==> config.mk <==
export PLATFORM = sky130hd
export DESIGN_NAME = pick_launch_sequencer_top
export DESIGN_NICKNAME = d
export VERILOG_FILES = /design/src/hdl/pls_pkg.sv /design/src/hdl/pls_step.sv /design/src/hdl/pick_launch_sequencer_top.sv
export SDC_FILE = /design/constraint.sdc
export NUM_CORES = 2
export LEC_CHECK = 0
export BUFFER_PORTS_ARGS = -buffer_cell sky130_fd_sc_hd__buf_2
export CELL_PAD_IN_SITES_DETAIL_PLACEMENT = 1
export CELL_PAD_IN_SITES_GLOBAL_PLACEMENT = 1
export CORE_MARGIN = 5
export CORE_UTILIZATION = 54
export CTS_BUF_LIST = sky130_fd_sc_hd__clkbuf_8 sky130_fd_sc_hd__clkbuf_16
export DETAILED_ROUTE_END_ITERATION = 12
export PLACE_DENSITY = 0.9
export SYNTH_ARGS = -nofsm -noshare
export SYNTH_HDL_FRONTEND = slang
export SYNTH_SLANG_ARGS = --single-unit
==> constraint.sdc <==
create_clock -name aclk -period 20.7 [get_ports aclk]
set_input_delay 0 -clock aclk [delete_from_list [all_inputs] [get_ports aclk]]
set_output_delay 0 -clock aclk [all_outputs]
set_load 0.005 [all_outputs]
==> src/hdl/pls_pkg.sv <==
// ----------------------------------------------------------------------------
// pls_pkg: shared types and constants of the pick/launch sequencer
// Field widths, step encodings, valve codes, register indexes and the
// scaled tick counter helpers.
// ----------------------------------------------------------------------------
package pls_pkg;

    // Configuration port
    localparam int CFG_IDX_W  = 3;
    localparam int CFG_DATA_W = 16;

    localparam logic [CFG_IDX_W-1:0] CFG_LOWER_POWER     = 3'd0;
    localparam logic [CFG_IDX_W-1:0] CFG_RAISE_POWER     = 3'd1;
    localparam logic [CFG_IDX_W-1:0] CFG_WIND_POWER      = 3'd2;
    localparam logic [CFG_IDX_W-1:0] CFG_LOWER_ANGLE_DEG = 3'd3;
    localparam logic [CFG_IDX_W-1:0] CFG_RAISE_ANGLE_DEG = 3'd4;
    localparam logic [CFG_IDX_W-1:0] CFG_SOLENOID_ON_MS  = 3'd5;
    localparam logic [CFG_IDX_W-1:0] CFG_HAND_WAIT_MS    = 3'd6;
    localparam logic [CFG_IDX_W-1:0] CFG_TICK_RATE_HZ    = 3'd7;

    // Field widths
    localparam int POWER_W     = 9;
    localparam int ANGLE_W     = 10;
    localparam int MS_W        = 16;
    localparam int RATE_W      = 10;
    localparam int ORDER_W     = 2;
    localparam int ENC_W       = 32;
    localparam int VALVE_W     = 2;
    localparam int TICK_W      = 20;
    localparam int TIME_W      = 30;   // ticks*1000 and ms*rate both fit
    localparam int ANGLE_CMP_W = 42;   // encoder*360 and angle*counts_per_turn

    localparam logic [RATE_W-1:0] TICK_RATE_RESET = 10'd100;
    localparam logic [TICK_W-1:0] TICK_MAX        = {TICK_W{1'b1}};
    localparam logic [TIME_W-1:0] TICK_SCALE      = 30'd1000;
    localparam logic [TIME_W-1:0] RELEASE_WAIT_MS = 30'd500;
    localparam logic [TIME_W-1:0] WIND_WAIT_MS    = 30'd1000;

    // Valve command codes
    localparam logic [VALVE_W-1:0] VALVE_NONE = 2'd0;
    localparam logic [VALVE_W-1:0] VALVE_OPEN = 2'd1;
    localparam logic [VALVE_W-1:0] VALVE_HOLD = 2'd2;

    typedef enum logic [2:0] {
        PICK_LOWER     = 3'd1,
        PICK_WAIT_OPEN = 3'd2,
        PICK_GRIP      = 3'd3,
        PICK_WAIT_GRIP = 3'd4,
        PICK_RAISE     = 3'd5,
        PICK_FINISH    = 3'd6
    } pick_step_t;

    typedef enum logic [3:0] {
        LAUNCH_LOWER        = 4'd1,
        LAUNCH_SETTLE       = 4'd2,
        LAUNCH_PULSE        = 4'd3,
        LAUNCH_WAIT_RELEASE = 4'd4,
        LAUNCH_WIND         = 4'd5,
        LAUNCH_RAISE        = 4'd6,
        LAUNCH_UNWIND       = 4'd7,
        LAUNCH_FINISH       = 4'd8
    } launch_step_t;

    // Tick counter kept together with its value times 1000
    typedef struct packed {
        logic [TICK_W-1:0] count;
        logic [TIME_W-1:0] scaled;
    } tick_t;

    // One captured input word, encoder already scaled by 360
    typedef struct packed {
        logic                          order_write;
        logic signed [ORDER_W-1:0]     pick_order;
        logic signed [ORDER_W-1:0]     launch_order;
        logic signed [ORDER_W-1:0]     reverse_order;
        logic                          touch;
        logic signed [ANGLE_CMP_W-1:0] arm_x360;
        logic                          rope_pos;
    } item_t;

    // Settings with all products precomputed
    typedef struct packed {
        logic signed [POWER_W-1:0]     lower_power;
        logic signed [POWER_W-1:0]     raise_power;
        logic signed [POWER_W-1:0]     wind_power;
        logic signed [ANGLE_CMP_W-1:0] lower_thr;
        logic signed [ANGLE_CMP_W-1:0] raise_thr;
        logic [TIME_W-1:0]             hand_thr;
        logic [TIME_W-1:0]             sol_on_thr;
        logic [TIME_W-1:0]             sol_off_thr;
        logic [TIME_W-1:0]             release_thr;
        logic [TIME_W-1:0]             wind_thr;
    } settings_t;

    typedef struct packed {
        pick_step_t                pick_step;
        launch_step_t              launch_step;
        tick_t                     pick_tk;
        tick_t                     launch_tk;
        logic signed [ORDER_W-1:0] pick_req;
        logic signed [ORDER_W-1:0] launch_req;
        logic signed [ORDER_W-1:0] reverse_req;
        logic signed [POWER_W-1:0] arm_cmd;
        logic signed [POWER_W-1:0] winch_cmd;
        logic                      solenoid_cmd;
        logic [VALVE_W-1:0]        valve_cmd;
    } state_t;

    typedef struct packed {
        logic                      launch_done;
        logic                      pick_done;
        logic [VALVE_W-1:0]        valve_mode;
        logic                      solenoid_on;
        logic signed [POWER_W-1:0] winch_power;
        logic signed [POWER_W-1:0] arm_power;
    } result_t;

    localparam int S_DATA_W = 72;
    localparam int M_DATA_W = 24;

    // Saturating tick bump
    function automatic tick_t bump_ticks(input tick_t t);
        tick_t r;
        r = t;
        if (t.count != TICK_MAX) begin
            r.count  = t.count + 1'b1;
            r.scaled = t.scaled + TICK_SCALE;
        end
        return r;
    endfunction

    // enc * 360 as shifts: 256 + 64 + 32 + 8
    function automatic logic signed [ANGLE_CMP_W-1:0] times360(
        input logic signed [ENC_W-1:0] enc
    );
        logic signed [ANGLE_CMP_W-1:0] e;
        e = ANGLE_CMP_W'(enc);
        return (e <<< 8) + (e <<< 6) + (e <<< 5) + (e <<< 3);
    endfunction

endpackage

==> src/hdl/pls_step.sv <==
// ----------------------------------------------------------------------------
// pls_step: one control tick of both sequences
// Combinational next state and result word from the held state, the
// captured input word and the precomputed settings.
// ----------------------------------------------------------------------------
module pls_step (
    input  pls_pkg::state_t    st,
    input  pls_pkg::item_t     item,
    input  pls_pkg::settings_t set,
    output pls_pkg::state_t    nxt,
    output pls_pkg::result_t   res
);

    logic                        pick_done;
    logic                        launch_done;
    pls_pkg::tick_t              tk;
    logic signed [pls_pkg::POWER_W:0] unwind;

    always_comb begin
        nxt         = st;
        pick_done   = 1'b0;
        launch_done = 1'b0;
        tk          = '0;
        unwind      = -{set.wind_power[pls_pkg::POWER_W-1], set.wind_power};

        if (item.order_write) begin
            nxt.pick_req    = item.pick_order;
            nxt.launch_req  = item.launch_order;
            nxt.reverse_req = item.reverse_order;
        end

        // pick sequence runs while its request is positive
        if (!nxt.pick_req[1] && nxt.pick_req[0]) begin
            unique case (st.pick_step)
                pls_pkg::PICK_LOWER: begin
                    nxt.valve_cmd = pls_pkg::VALVE_OPEN;
                    nxt.arm_cmd   = set.lower_power;
                    if (set.lower_thr > item.arm_x360) begin
                        nxt.arm_cmd   = '0;
                        nxt.pick_step = pls_pkg::PICK_WAIT_OPEN;
                    end
                end
                pls_pkg::PICK_WAIT_OPEN, pls_pkg::PICK_WAIT_GRIP: begin
                    tk          = pls_pkg::bump_ticks(st.pick_tk);
                    nxt.pick_tk = tk;
                    if (tk.scaled > set.hand_thr) begin
                        nxt.pick_tk   = '0;
                        nxt.pick_step = (st.pick_step == pls_pkg::PICK_WAIT_OPEN) ?
                                        pls_pkg::PICK_GRIP : pls_pkg::PICK_RAISE;
                    end
                end
                pls_pkg::PICK_GRIP: begin
                    nxt.valve_cmd = pls_pkg::VALVE_HOLD;
                    nxt.pick_step = pls_pkg::PICK_WAIT_GRIP;
                end
                pls_pkg::PICK_RAISE: begin
                    nxt.arm_cmd = set.raise_power;
                    if (set.raise_thr < item.arm_x360) begin
                        nxt.arm_cmd   = '0;
                        nxt.pick_step = pls_pkg::PICK_FINISH;
                    end
                end
                pls_pkg::PICK_FINISH: begin
                    nxt.pick_req  = '0;
                    nxt.pick_step = pls_pkg::PICK_LOWER;
                    pick_done     = 1'b1;
                end
                default: ;
            endcase
        end

        // launch sequence sees the commands left by the pick sequence
        if (!nxt.launch_req[1] && nxt.launch_req[0]) begin
            unique case (st.launch_step)
                pls_pkg::LAUNCH_LOWER: begin
                    nxt.valve_cmd = pls_pkg::VALVE_OPEN;
                    nxt.arm_cmd   = set.lower_power;
                    if (set.lower_thr > item.arm_x360) begin
                        nxt.arm_cmd     = '0;
                        nxt.launch_step = pls_pkg::LAUNCH_SETTLE;
                    end
                end
                pls_pkg::LAUNCH_SETTLE, pls_pkg::LAUNCH_WAIT_RELEASE: begin
                    tk            = pls_pkg::bump_ticks(st.launch_tk);
                    nxt.launch_tk = tk;
                    if (st.launch_step == pls_pkg::LAUNCH_SETTLE) begin
                        if (tk.scaled > set.release_thr) begin
                            nxt.launch_tk   = '0;
                            nxt.launch_step = pls_pkg::LAUNCH_PULSE;
                        end
                    end else if (tk.scaled > set.wind_thr) begin
                        nxt.launch_tk   = '0;
                        nxt.launch_step = pls_pkg::LAUNCH_WIND;
                    end
                end
                pls_pkg::LAUNCH_PULSE: begin
                    // pulse train: on window, then eight times as long off
                    tk = st.launch_tk;
                    if (st.launch_tk.scaled < set.sol_on_thr) begin
                        nxt.solenoid_cmd = 1'b1;
                    end else if (st.launch_tk.scaled < set.sol_off_thr) begin
                        nxt.solenoid_cmd = 1'b0;
                    end else begin
                        tk = '0;
                    end
                    nxt.launch_tk = pls_pkg::bump_ticks(tk);
                    if (item.touch) begin
                        nxt.solenoid_cmd = 1'b0;
                        nxt.launch_tk    = '0;
                        nxt.launch_step  = pls_pkg::LAUNCH_WAIT_RELEASE;
                    end
                end
                pls_pkg::LAUNCH_WIND: begin
                    nxt.winch_cmd = set.wind_power;
                    if (!item.touch) begin
                        nxt.winch_cmd   = '0;
                        nxt.launch_step = pls_pkg::LAUNCH_RAISE;
                    end
                end
                pls_pkg::LAUNCH_RAISE: begin
                    nxt.arm_cmd = set.raise_power;
                    if (set.raise_thr < item.arm_x360) begin
                        nxt.arm_cmd     = '0;
                        nxt.launch_step = pls_pkg::LAUNCH_UNWIND;
                    end
                end
                pls_pkg::LAUNCH_UNWIND: begin
                    // negating -256 saturates to +255
                    nxt.winch_cmd = (!unwind[pls_pkg::POWER_W] && unwind[pls_pkg::POWER_W-1]) ?
                                    9'sd255 : unwind[pls_pkg::POWER_W-1:0];
                    if (item.rope_pos) begin
                        nxt.winch_cmd   = '0;
                        nxt.launch_step = pls_pkg::LAUNCH_FINISH;
                    end
                end
                pls_pkg::LAUNCH_FINISH: begin
                    nxt.launch_req  = '0;
                    nxt.launch_step = pls_pkg::LAUNCH_LOWER;
                    launch_done     = 1'b1;
                end
                default: ;
            endcase
        end

        res.arm_power   = nxt.arm_cmd;
        res.winch_power = nxt.winch_cmd;
        res.solenoid_on = nxt.solenoid_cmd;
        res.valve_mode  = nxt.valve_cmd;
        res.pick_done   = pick_done;
        res.launch_done = launch_done;

        // any stop order drops the commands after they went out
        if (nxt.pick_req[1] || nxt.launch_req[1] || nxt.reverse_req[1]) begin
            nxt.arm_cmd      = '0;
            nxt.winch_cmd    = '0;
            nxt.solenoid_cmd = 1'b0;
            nxt.valve_cmd    = pls_pkg::VALVE_NONE;
        end
    end

endmodule

==> src/hdl/pick_launch_sequencer_top.sv <==
// ----------------------------------------------------------------------------
// pick_launch_sequencer_top: pick and launch step sequencer
// Stream in control ticks with sensor values and orders, stream out held
// actuator commands and done pulses, one output word per input word.
// ----------------------------------------------------------------------------
// Each input word is one control tick. It is captured into an input register
// (the arm encoder already scaled by 360 on the way in); once the output
// register is free or being read, both sequences advance by one step and the
// result word is loaded into the output register. The block sustains one word
// per cycle while m_tready stays high: the whole sequencer state updates at
// each step, and the input register takes at most one more word while a result
// waits on m_tready. Angle and time thresholds are products of the settings
// that are held in registers and refreshed through the set_reg register after
// a settings write; write settings only while no word is in flight. Order codes: +1 run,
// 0 idle, negative stop. A stopped sequence holds its step and tick count and
// resumes on the next run order.
// ----------------------------------------------------------------------------
module pick_launch_sequencer_top #(
    parameter int COUNTS_PER_TURN = 4048
) (
    input  logic                                aclk,
    input  logic                                aresetn,
    // settings write port
    input  logic                                cfg_we,
    input  logic [pls_pkg::CFG_IDX_W-1:0]       cfg_index,
    input  logic [pls_pkg::CFG_DATA_W-1:0]      cfg_wdata,
    // tick words in
    input  logic                                s_tvalid,
    output logic                                s_tready,
    // pick_order[1:0], launch_order[3:2], reverse_order[5:4], touch[6],
    // arm_encoder[38:7], rope_encoder[70:39], zero pad[71]
    input  logic [pls_pkg::S_DATA_W-1:0]        s_tdata,
    // order_write[0]
    input  logic                                s_tuser,
    // result words out
    output logic                                m_tvalid,
    input  logic                                m_tready,
    // arm_power[8:0], winch_power[17:9], solenoid_on[18], valve_mode[20:19],
    // pick_done[21], launch_done[22], zero pad[23]
    output logic [pls_pkg::M_DATA_W-1:0]        m_tdata
);

    localparam int CPT_W      = $clog2(COUNTS_PER_TURN + 1);
    localparam int ANG_PROD_W = pls_pkg::ANGLE_W + CPT_W + 1;
    localparam logic signed [ANG_PROD_W-1:0] CPT_S = ANG_PROD_W'(COUNTS_PER_TURN);

    // settings registers
    logic signed [pls_pkg::POWER_W-1:0] lower_power_reg;
    logic signed [pls_pkg::POWER_W-1:0] raise_power_reg;
    logic signed [pls_pkg::POWER_W-1:0] wind_power_reg;
    logic signed [pls_pkg::ANGLE_W-1:0] lower_angle_reg;
    logic signed [pls_pkg::ANGLE_W-1:0] raise_angle_reg;
    logic [pls_pkg::MS_W-1:0]           sol_on_ms_reg;
    logic [pls_pkg::MS_W-1:0]           hand_wait_ms_reg;
    logic [pls_pkg::RATE_W-1:0]         tick_rate_reg;

    pls_pkg::settings_t set_reg;
    pls_pkg::settings_t set_next;

    logic signed [ANG_PROD_W-1:0]                     lower_prod;
    logic signed [ANG_PROD_W-1:0]                     raise_prod;
    logic [pls_pkg::MS_W+pls_pkg::RATE_W-1:0]         hand_prod;
    logic [pls_pkg::MS_W+pls_pkg::RATE_W-1:0]         sol_on_prod;
    logic [pls_pkg::MS_W+3:0]                         sol_off_ms;
    logic [pls_pkg::TIME_W-1:0]                       sol_off_prod;

    // pipeline
    logic             in_valid_reg;
    pls_pkg::item_t   in_item_reg;
    pls_pkg::item_t   in_item_next;
    pls_pkg::state_t  state_reg;
    pls_pkg::state_t  state_next;
    pls_pkg::result_t step_res;
    logic             m_valid_reg;
    pls_pkg::result_t m_res_reg;
    logic             advance;
    logic             s_fire;

    // settings writes
    always_ff @(posedge aclk) begin
        if (!aresetn) begin
            lower_power_reg  <= '0;
            raise_power_reg  <= '0;
            wind_power_reg   <= '0;
            lower_angle_reg  <= '0;
            raise_angle_reg  <= '0;
            sol_on_ms_reg    <= '0;
            hand_wait_ms_reg <= '0;
            tick_rate_reg    <= pls_pkg::TICK_RATE_RESET;
        end else if (cfg_we) begin
            unique case (cfg_index)
                pls_pkg::CFG_LOWER_POWER:     lower_power_reg  <= cfg_wdata[pls_pkg::POWER_W-1:0];
                pls_pkg::CFG_RAISE_POWER:     raise_power_reg  <= cfg_wdata[pls_pkg::POWER_W-1:0];
                pls_pkg::CFG_WIND_POWER:      wind_power_reg   <= cfg_wdata[pls_pkg::POWER_W-1:0];
                pls_pkg::CFG_LOWER_ANGLE_DEG: lower_angle_reg  <= cfg_wdata[pls_pkg::ANGLE_W-1:0];
                pls_pkg::CFG_RAISE_ANGLE_DEG: raise_angle_reg  <= cfg_wdata[pls_pkg::ANGLE_W-1:0];
                pls_pkg::CFG_SOLENOID_ON_MS:  sol_on_ms_reg    <= cfg_wdata[pls_pkg::MS_W-1:0];
                pls_pkg::CFG_HAND_WAIT_MS:    hand_wait_ms_reg <= cfg_wdata[pls_pkg::MS_W-1:0];
                pls_pkg::CFG_TICK_RATE_HZ:    tick_rate_reg    <= cfg_wdata[pls_pkg::RATE_W-1:0];
                default: ;
            endcase
        end
    end

    // threshold products, registered so the tick cycle only compares
    always_comb begin
        lower_prod   = ANG_PROD_W'(lower_angle_reg) * CPT_S;
        raise_prod   = ANG_PROD_W'(raise_angle_reg) * CPT_S;
        hand_prod    = hand_wait_ms_reg * tick_rate_reg;
        sol_on_prod  = sol_on_ms_reg * tick_rate_reg;
        sol_off_ms   = ({4'b0, sol_on_ms_reg} << 3) + {4'b0, sol_on_ms_reg};
        sol_off_prod = pls_pkg::TIME_W'(sol_off_ms) * pls_pkg::TIME_W'(tick_rate_reg);

        set_next.lower_power = lower_power_reg;
        set_next.raise_power = raise_power_reg;
        set_next.wind_power  = wind_power_reg;
        set_next.lower_thr   = pls_pkg::ANGLE_CMP_W'(lower_prod);
        set_next.raise_thr   = pls_pkg::ANGLE_CMP_W'(raise_prod);
        set_next.hand_thr    = pls_pkg::TIME_W'(hand_prod);
        set_next.sol_on_thr  = pls_pkg::TIME_W'(sol_on_prod);
        set_next.sol_off_thr = sol_off_prod;
        set_next.release_thr = pls_pkg::TIME_W'(tick_rate_reg) * pls_pkg::RELEASE_WAIT_MS;
        set_next.wind_thr    = pls_pkg::TIME_W'(tick_rate_reg) * pls_pkg::WIND_WAIT_MS;
    end

    always_ff @(posedge aclk) begin
        set_reg <= set_next;
    end

    // handshake: input register refills whenever its word moves on
    assign advance  = in_valid_reg && (!m_valid_reg || m_tready);
    assign s_tready = !in_valid_reg || advance;
    assign s_fire   = s_tvalid && s_tready;

    always_comb begin
        in_item_next.order_write   = s_tuser;
        in_item_next.pick_order    = s_tdata[1:0];
        in_item_next.launch_order  = s_tdata[3:2];
        in_item_next.reverse_order = s_tdata[5:4];
        in_item_next.touch         = s_tdata[6];
        in_item_next.arm_x360      = pls_pkg::times360(s_tdata[38:7]);
        in_item_next.rope_pos      = !s_tdata[70] && (|s_tdata[69:39]);
    end

    always_ff @(posedge aclk) begin
        if (!aresetn) begin
            in_valid_reg <= 1'b0;
        end else if (s_fire) begin
            in_valid_reg <= 1'b1;
        end else if (advance) begin
            in_valid_reg <= 1'b0;
        end
    end

    always_ff @(posedge aclk) begin
        if (s_fire) begin
            in_item_reg <= in_item_next;
        end
    end

    pls_step u_step (
        .st   (state_reg),
        .item (in_item_reg),
        .set  (set_reg),
        .nxt  (state_next),
        .res  (step_res)
    );

    // sequencer state advances once per word
    always_ff @(posedge aclk) begin
        if (!aresetn) begin
            state_reg.pick_step    <= pls_pkg::PICK_LOWER;
            state_reg.launch_step  <= pls_pkg::LAUNCH_LOWER;
            state_reg.pick_tk      <= '0;
            state_reg.launch_tk    <= '0;
            state_reg.pick_req     <= '0;
            state_reg.launch_req   <= '0;
            state_reg.reverse_req  <= '0;
            state_reg.arm_cmd      <= '0;
            state_reg.winch_cmd    <= '0;
            state_reg.solenoid_cmd <= 1'b0;
            state_reg.valve_cmd    <= pls_pkg::VALVE_NONE;
        end else if (advance) begin
            state_reg <= state_next;
        end
    end

    // output register
    always_ff @(posedge aclk) begin
        if (!aresetn) begin
            m_valid_reg <= 1'b0;
        end else if (advance) begin
            m_valid_reg <= 1'b1;
        end else if (m_tready) begin
            m_valid_reg <= 1'b0;
        end
    end

    always_ff @(posedge aclk) begin
        if (advance) begin
            m_res_reg <= step_res;
        end
    end

    assign m_tvalid = m_valid_reg;
    assign m_tdata  = {1'b0, m_res_reg};

endmodule

-- Word-level counts from Yosys, hierarchy flattened
Index checks and enable logic that the tools add are counted.
- magnitude comparators: 7
- add/subtract/negate cells: 11
- multiplexer cells: 60
- equality and inequality tests: 35
- multipliers: 7
- reduce and logical (&&, ||, !) cells: 39
- operators with widths (kind ; number):
    50-bit 2-to-1 mux ; 16
    50-bit case mux with 2 select lines ; 1
    30-bit by 10-bit adder with 30-bit output (second input constant) ; 3
    20-bit by 1-bit adder with 20-bit output (second input constant) ; 3
    20-bit inequality test (second input constant) ; 3
    9-bit 2-to-1 mux ; 6
    9-bit case mux with 2 select lines ; 3
    16-bit by 10-bit multiplier with 26-bit output ; 2
    41-bit by 37-bit adder with 42-bit output ; 1
    42-bit by 35-bit adder with 42-bit output ; 1
    23-bit by 42-bit > comparator with 1-bit output ; 1
    23-bit by 42-bit less-than comparator with 1-bit output ; 1
    21-bit 2-to-1 mux ; 2
    40-bit by 38-bit adder with 41-bit output ; 1
    10-bit by 9-bit multiplier with 19-bit output (second input constant) ; 2
    10-bit by 7-bit multiplier with 17-bit output (second input constant) ; 2
    4-bit 2-to-1 mux ; 8
    31-bit OR reduction ; 1
    30-bit by 19-bit > comparator with 1-bit output ; 1
    30-bit by 20-bit > comparator with 1-bit output ; 1
    30-bit by 26-bit > comparator with 1-bit output ; 1
    30-bit by 26-bit less-than comparator with 1-bit output ; 1
    30-bit less-than comparator ; 1
    20-bit by 10-bit multiplier with 30-bit output ; 1
    34 further kinds ; 96
- output and inout port bits: 26
- register bits: 480

-- Depth between registers and ports, before layout
- depth after elaboration: 9
- gate-level depth with buffers: 31

-- Cells and area by module
A second synthesis with hierarchy kept.
- cell total of the unflattened synthesis: 5921
- area total of the unflattened synthesis: 50912.6 µm²
- modules (own cells, without submodules) (module ; seq. area each (µm²) ; area an instance (µm²) ; times used ; cells an instance):
    pick_launch_sequencer_top ; 9859.5 ; 39470.4 ; 1 ; 4135
    pls_step ; 0.0 ; 11442.2 ; 1 ; 1786

-- Least setup slack after synthesis
No wires, ideal clock.
- kind: register to register
- start point: register sol_on_ms_reg[4] in the netlist's numbering
- end point: register set_reg[89] in the netlist's numbering
- path slack: 13464 ps
- clock period less this slack: 7236 ps
- library setup time: 72 ps
- cell stages (with the launch flop): 31
- buffers on the path: 1
- arrival: 7164 ps
- cell sequence: dfxtp_1 -> clkbuf_1 -> inv_1 -> fa_1 -> nor2b_1 -> o21ai_0 -> a21boi_0 -> o21a_1 -> o21ai_0 -> a21oi_1 -> o31ai_1 -> xnor2_1 -> nand2_1 -> fa_1 -> inv_1 -> fa_1 -> inv_1 -> fa_1 -> fa_1 -> inv_1 -> fa_1 -> ha_1 -> a21o_1 -> a21o_1 -> a21o_1 -> a211oi_1 -> o41a_1 -> o21ai_0 -> a31o_2 -> a21oi_1 -> xnor2_1
- RTL lines (what ; line ; source):
    start: declaration ; pick_launch_sequencer_top.sv:53 ; logic [pls_pkg::MS_W-1:0] sol_on_ms_reg;
    start signal: assignment ; pick_launch_sequencer_top.sv:97 ; pls_pkg::CFG_SOLENOID_ON_MS: sol_on_ms_reg <= cfg_wdata[pls_pkg::MS_W-1:0];
    end signal: assignment ; pick_launch_sequencer_top.sv:127 ; set_reg <= set_next;
    end: declaration ; pick_launch_sequencer_top.sv:57 ; pls_pkg::settings_t set_reg;

==> impl_metrics.py <==
metrics = {
    "synth": {
        "seq_area_frac_synth": 0.205,
        "ys_async_sr_fraction": 0,
        "synth_edf_count": 70,
        "synth_flop_cell": "dfxtp_1",
        "ys_types": 96,
        "synth_top_area_share": 0.227,
        "synthTopCellsByArea": "fa_1 23%, dfxtp_1 16%, ha_1 15%",
        "syn_inst": 5337,
        "syn_area_mm2": 0.0473,
        "ys_ff_latch": 449,
        "synth_area_leader_cell": "fa_1",
        "synth_warnings": 0,
        "postSynthAreaPerCell_um2": 8.86,
        "synth_nets": 6523,
    },
    "worst_setup_path": {
        "arrival_ns": 10.19,
        "endpoint_kind": "flop",
        "cp_data_required_time_ns": 21.20,
        "r2r_start": "sol_on_ms_reg[3]$_SDFFE_PN0P_",
        "worst_r2r_endpoint": "set_reg[89]$_DFF_P_",
        "regToRegSetupSlack_ns": 11.01,
        "worstSetupPathType": "reg2reg",
        "cp-start-kind": "flop",
        "worst_path_most_repeated_cell": "fa_1",
        "cp_slowest_cell": "xnor2_1",
        "reg2reg_depth": 28,
        "cp_max_fo": 13,
        "cpPeakStageDelay_ns": 1.00,
    },
    "timing": {
        "hold_viol_final": 0,
        "fin_crit_sh": 0.468,
        "slew-limit-headroom": 0.0538,
        "setup_viol": 0,
        "min_period_ns": 9.69,
        "finalSetupTns_ns": 0,
        "skew_ns": 0.0598,
        "fmax_mhz": 103,
        "timing.final.max_slew_violations": 0,
        "rsz0062_at_grt": "false",
        "tightest_slew_ns": 1.41,
    },
    "floorplanning": {
        "io_pins": 123,
        "core_mm2": 0.0869,
        "dieArea_mm2": 0.0936,
        "die_height_um": 306,
        "start_util": 0.545,
        "num_rows": 108,
        "dieWidth_um": 306,
    },
    "power_and_ir_drop": {
        "ir_worst_vdd_uv": 65.8,
        "p_total_mw": 2.97,
        "leakage_nw": 24.2,
        "p_per_area_mw_per_mm2": 58.1,
    },
    "run": {
        "maxCapViolations": 0,
    },
    "global_route": {
        "grt_overflow": 0,
        "grt_pass1_wl_mm": 286,
        "track_usage": 0.387,
        "grt_pass1_vias": 48900,
        "grt_max_degree": 87,
        "antenna_found_initial": 12,
    },
    "layout": {
        "layout_commonest_cell": "inv_1",
        "fin_util": 0.588,
        "layout.nets": 6556,
        "most-common-layout-cells": "683 x inv_1, 617 x nand2_1, 553 x ha_1",
        "area_growth_pct": 8.04,
        "final_area_mm2": 0.0511,
        "largest_reg_flops": 161,
        "drive_gt1_frac": 0.0575,
    },
    "cts": {
        "cts_sinks": 449,
        "ctsResizeCount": 0,
        "clk_latency_ns": 0.68,
        "clk_path_buf_depth": 3,
        "clk_pin_slew_worst_paths_ns": 0.06,
        "cts_tree": "done",
        "postCtsSetupBuffers": 0,
        "h-tree-depth": 2,
        "ctsRootBufferMaster": "clkbuf_16",
        "cts_buffers": 53,
    },
    "detailed_routing": {
        "viasPerCell": 6.66,
        "totalWireLength_mm": 186,
        "antenna_left": 0,
        "via_count": 43900,
        "wl_per_cell_um": 28.3,
        "first_pass_iters": 8,
        "drt_iter0_drc": 4917,
        "drc": 0,
    },
    "min_path": {
        "hold-path-cell-count": 4,
        "holdPathEnd": "in_item_reg[41]$_DFFE_PP_",
        "hold_class": "in2reg",
        "min-delay-start": "s_tdata[37]",
    },
    "placement": {
        "portBuffers": 119,
        "dp_hpwl_mm": 115,
        "gp_routability_congestion": 0.860,
        "placed_area_mm2": 0.0488,
    },
    "status": {
        "status": "finished, final reports clean",
    },
}
==> final cells by class <==
cell class	instances	area, µm²
well taps	1155	1450
fillers	9879	35800
clock buffers	58	1410
clock inverters	40	468
multi-input cells	3993	34300
flip-flops and latches	449	9700
repair buffers	195	1260
inverters	678	2550
diodes	13	32.5
==> report_power, final <==
part | internal, mW | leakage, nW | switching, mW
registers | 0.972 | 3.76 | 0.0480
clock network | 0.595 | 0.941 | 0.473
logic | 0.327 | 19.5 | 0.555
==> worst max-delay path by stage <==
stage                                       start                   to  slack (ns)  depth (start not counted)
floorplan           sol_on_ms_reg[4]$_SDFFE_PN0P_  set_reg[89]$_DFF_P_       13.46                         30
global placement    sol_on_ms_reg[4]$_SDFFE_PN0P_  set_reg[81]$_DFF_P_       12.41                         26
detailed placement  sol_on_ms_reg[3]$_SDFFE_PN0P_  set_reg[89]$_DFF_P_       11.95                         28
CTS                 sol_on_ms_reg[3]$_SDFFE_PN0P_  set_reg[89]$_DFF_P_       11.61                         28
global route        sol_on_ms_reg[4]$_SDFFE_PN0P_  set_reg[89]$_DFF_P_       10.94                         27
finish              sol_on_ms_reg[3]$_SDFFE_PN0P_  set_reg[89]$_DFF_P_       11.01                         28
==> metrics by stage <==
stage | instances | worst slack (ns) | hold WS (ns)
final | 6581 | 11.01 | 0.0497
after CTS | 6568 | 11.61 | 0.0336
after global routing | 6573 | 10.94 | 0.0737
after global placement | 6434 | 12.41 | 0.178
after detailed placement | 6434 | 11.95 | 0.179
after floorplan | 5337 | 13.46 | 0.0989
==> Yosys cell counts, types with 35 or more instances <==
library cell / count
ha_1: 553
fa_1: 536
clkbuf_1: 187
nor3_1: 94
nand4_1: 67
o21ai_0: 142
nand2_1: 617
o211ai_1: 37
nand2b_1: 49
xor2_1: 59
and2_1: 252
edfxtp_1: 70
nand3_1: 114
and3_1: 45
inv_1: 676
a21oi_1: 369
a21o_1: 80
or3_1: 39
xnor2_1: 143
nor2_1: 287
a31oi_1: 35
a211oi_1: 44
o21a_1: 38
dfxtp_1: 379
==> metal layers <==
metal	up-vias	global-route usage	wire length, µm
met2	3087	0.639	86400
met1	21500	0.437	64100
met4	4	0.278	17200
li1	18000	-	-
met5	-	0	25
met3	1294	0.0991	18600
==> worst max-delay path: cells and delay by family, from the launching register on <==
family                     cells  cell delay [ns]
and+or+nand+nor                6             1.14
adders and majority gates      8             3.99
DFF                            1             0.81
AOI/OAI and AO/OA              8             2.08
xor gates and xnor gates       2             1.14
buffers and inverters          4             0.35
==> cells by family after synthesis <==
kind of cell,Yosys count,share of synthesized area
other cells,1,0.0000793
flops,449,0.205
mux,25,0.00539
simple gates,1706,0.176
xor+xnor,202,0.0374
fa+ha+maj,1089,0.373
compound gates,970,0.132
buf+inv,895,0.0720
==> repair_timing <==
action                                  4_1_cts  5_1_grt
endpoints found under the setup margin        0        0
endpoints found under the hold margin       107        0
hold buffers                                 36        0
(Power assumes the default switching activity.)
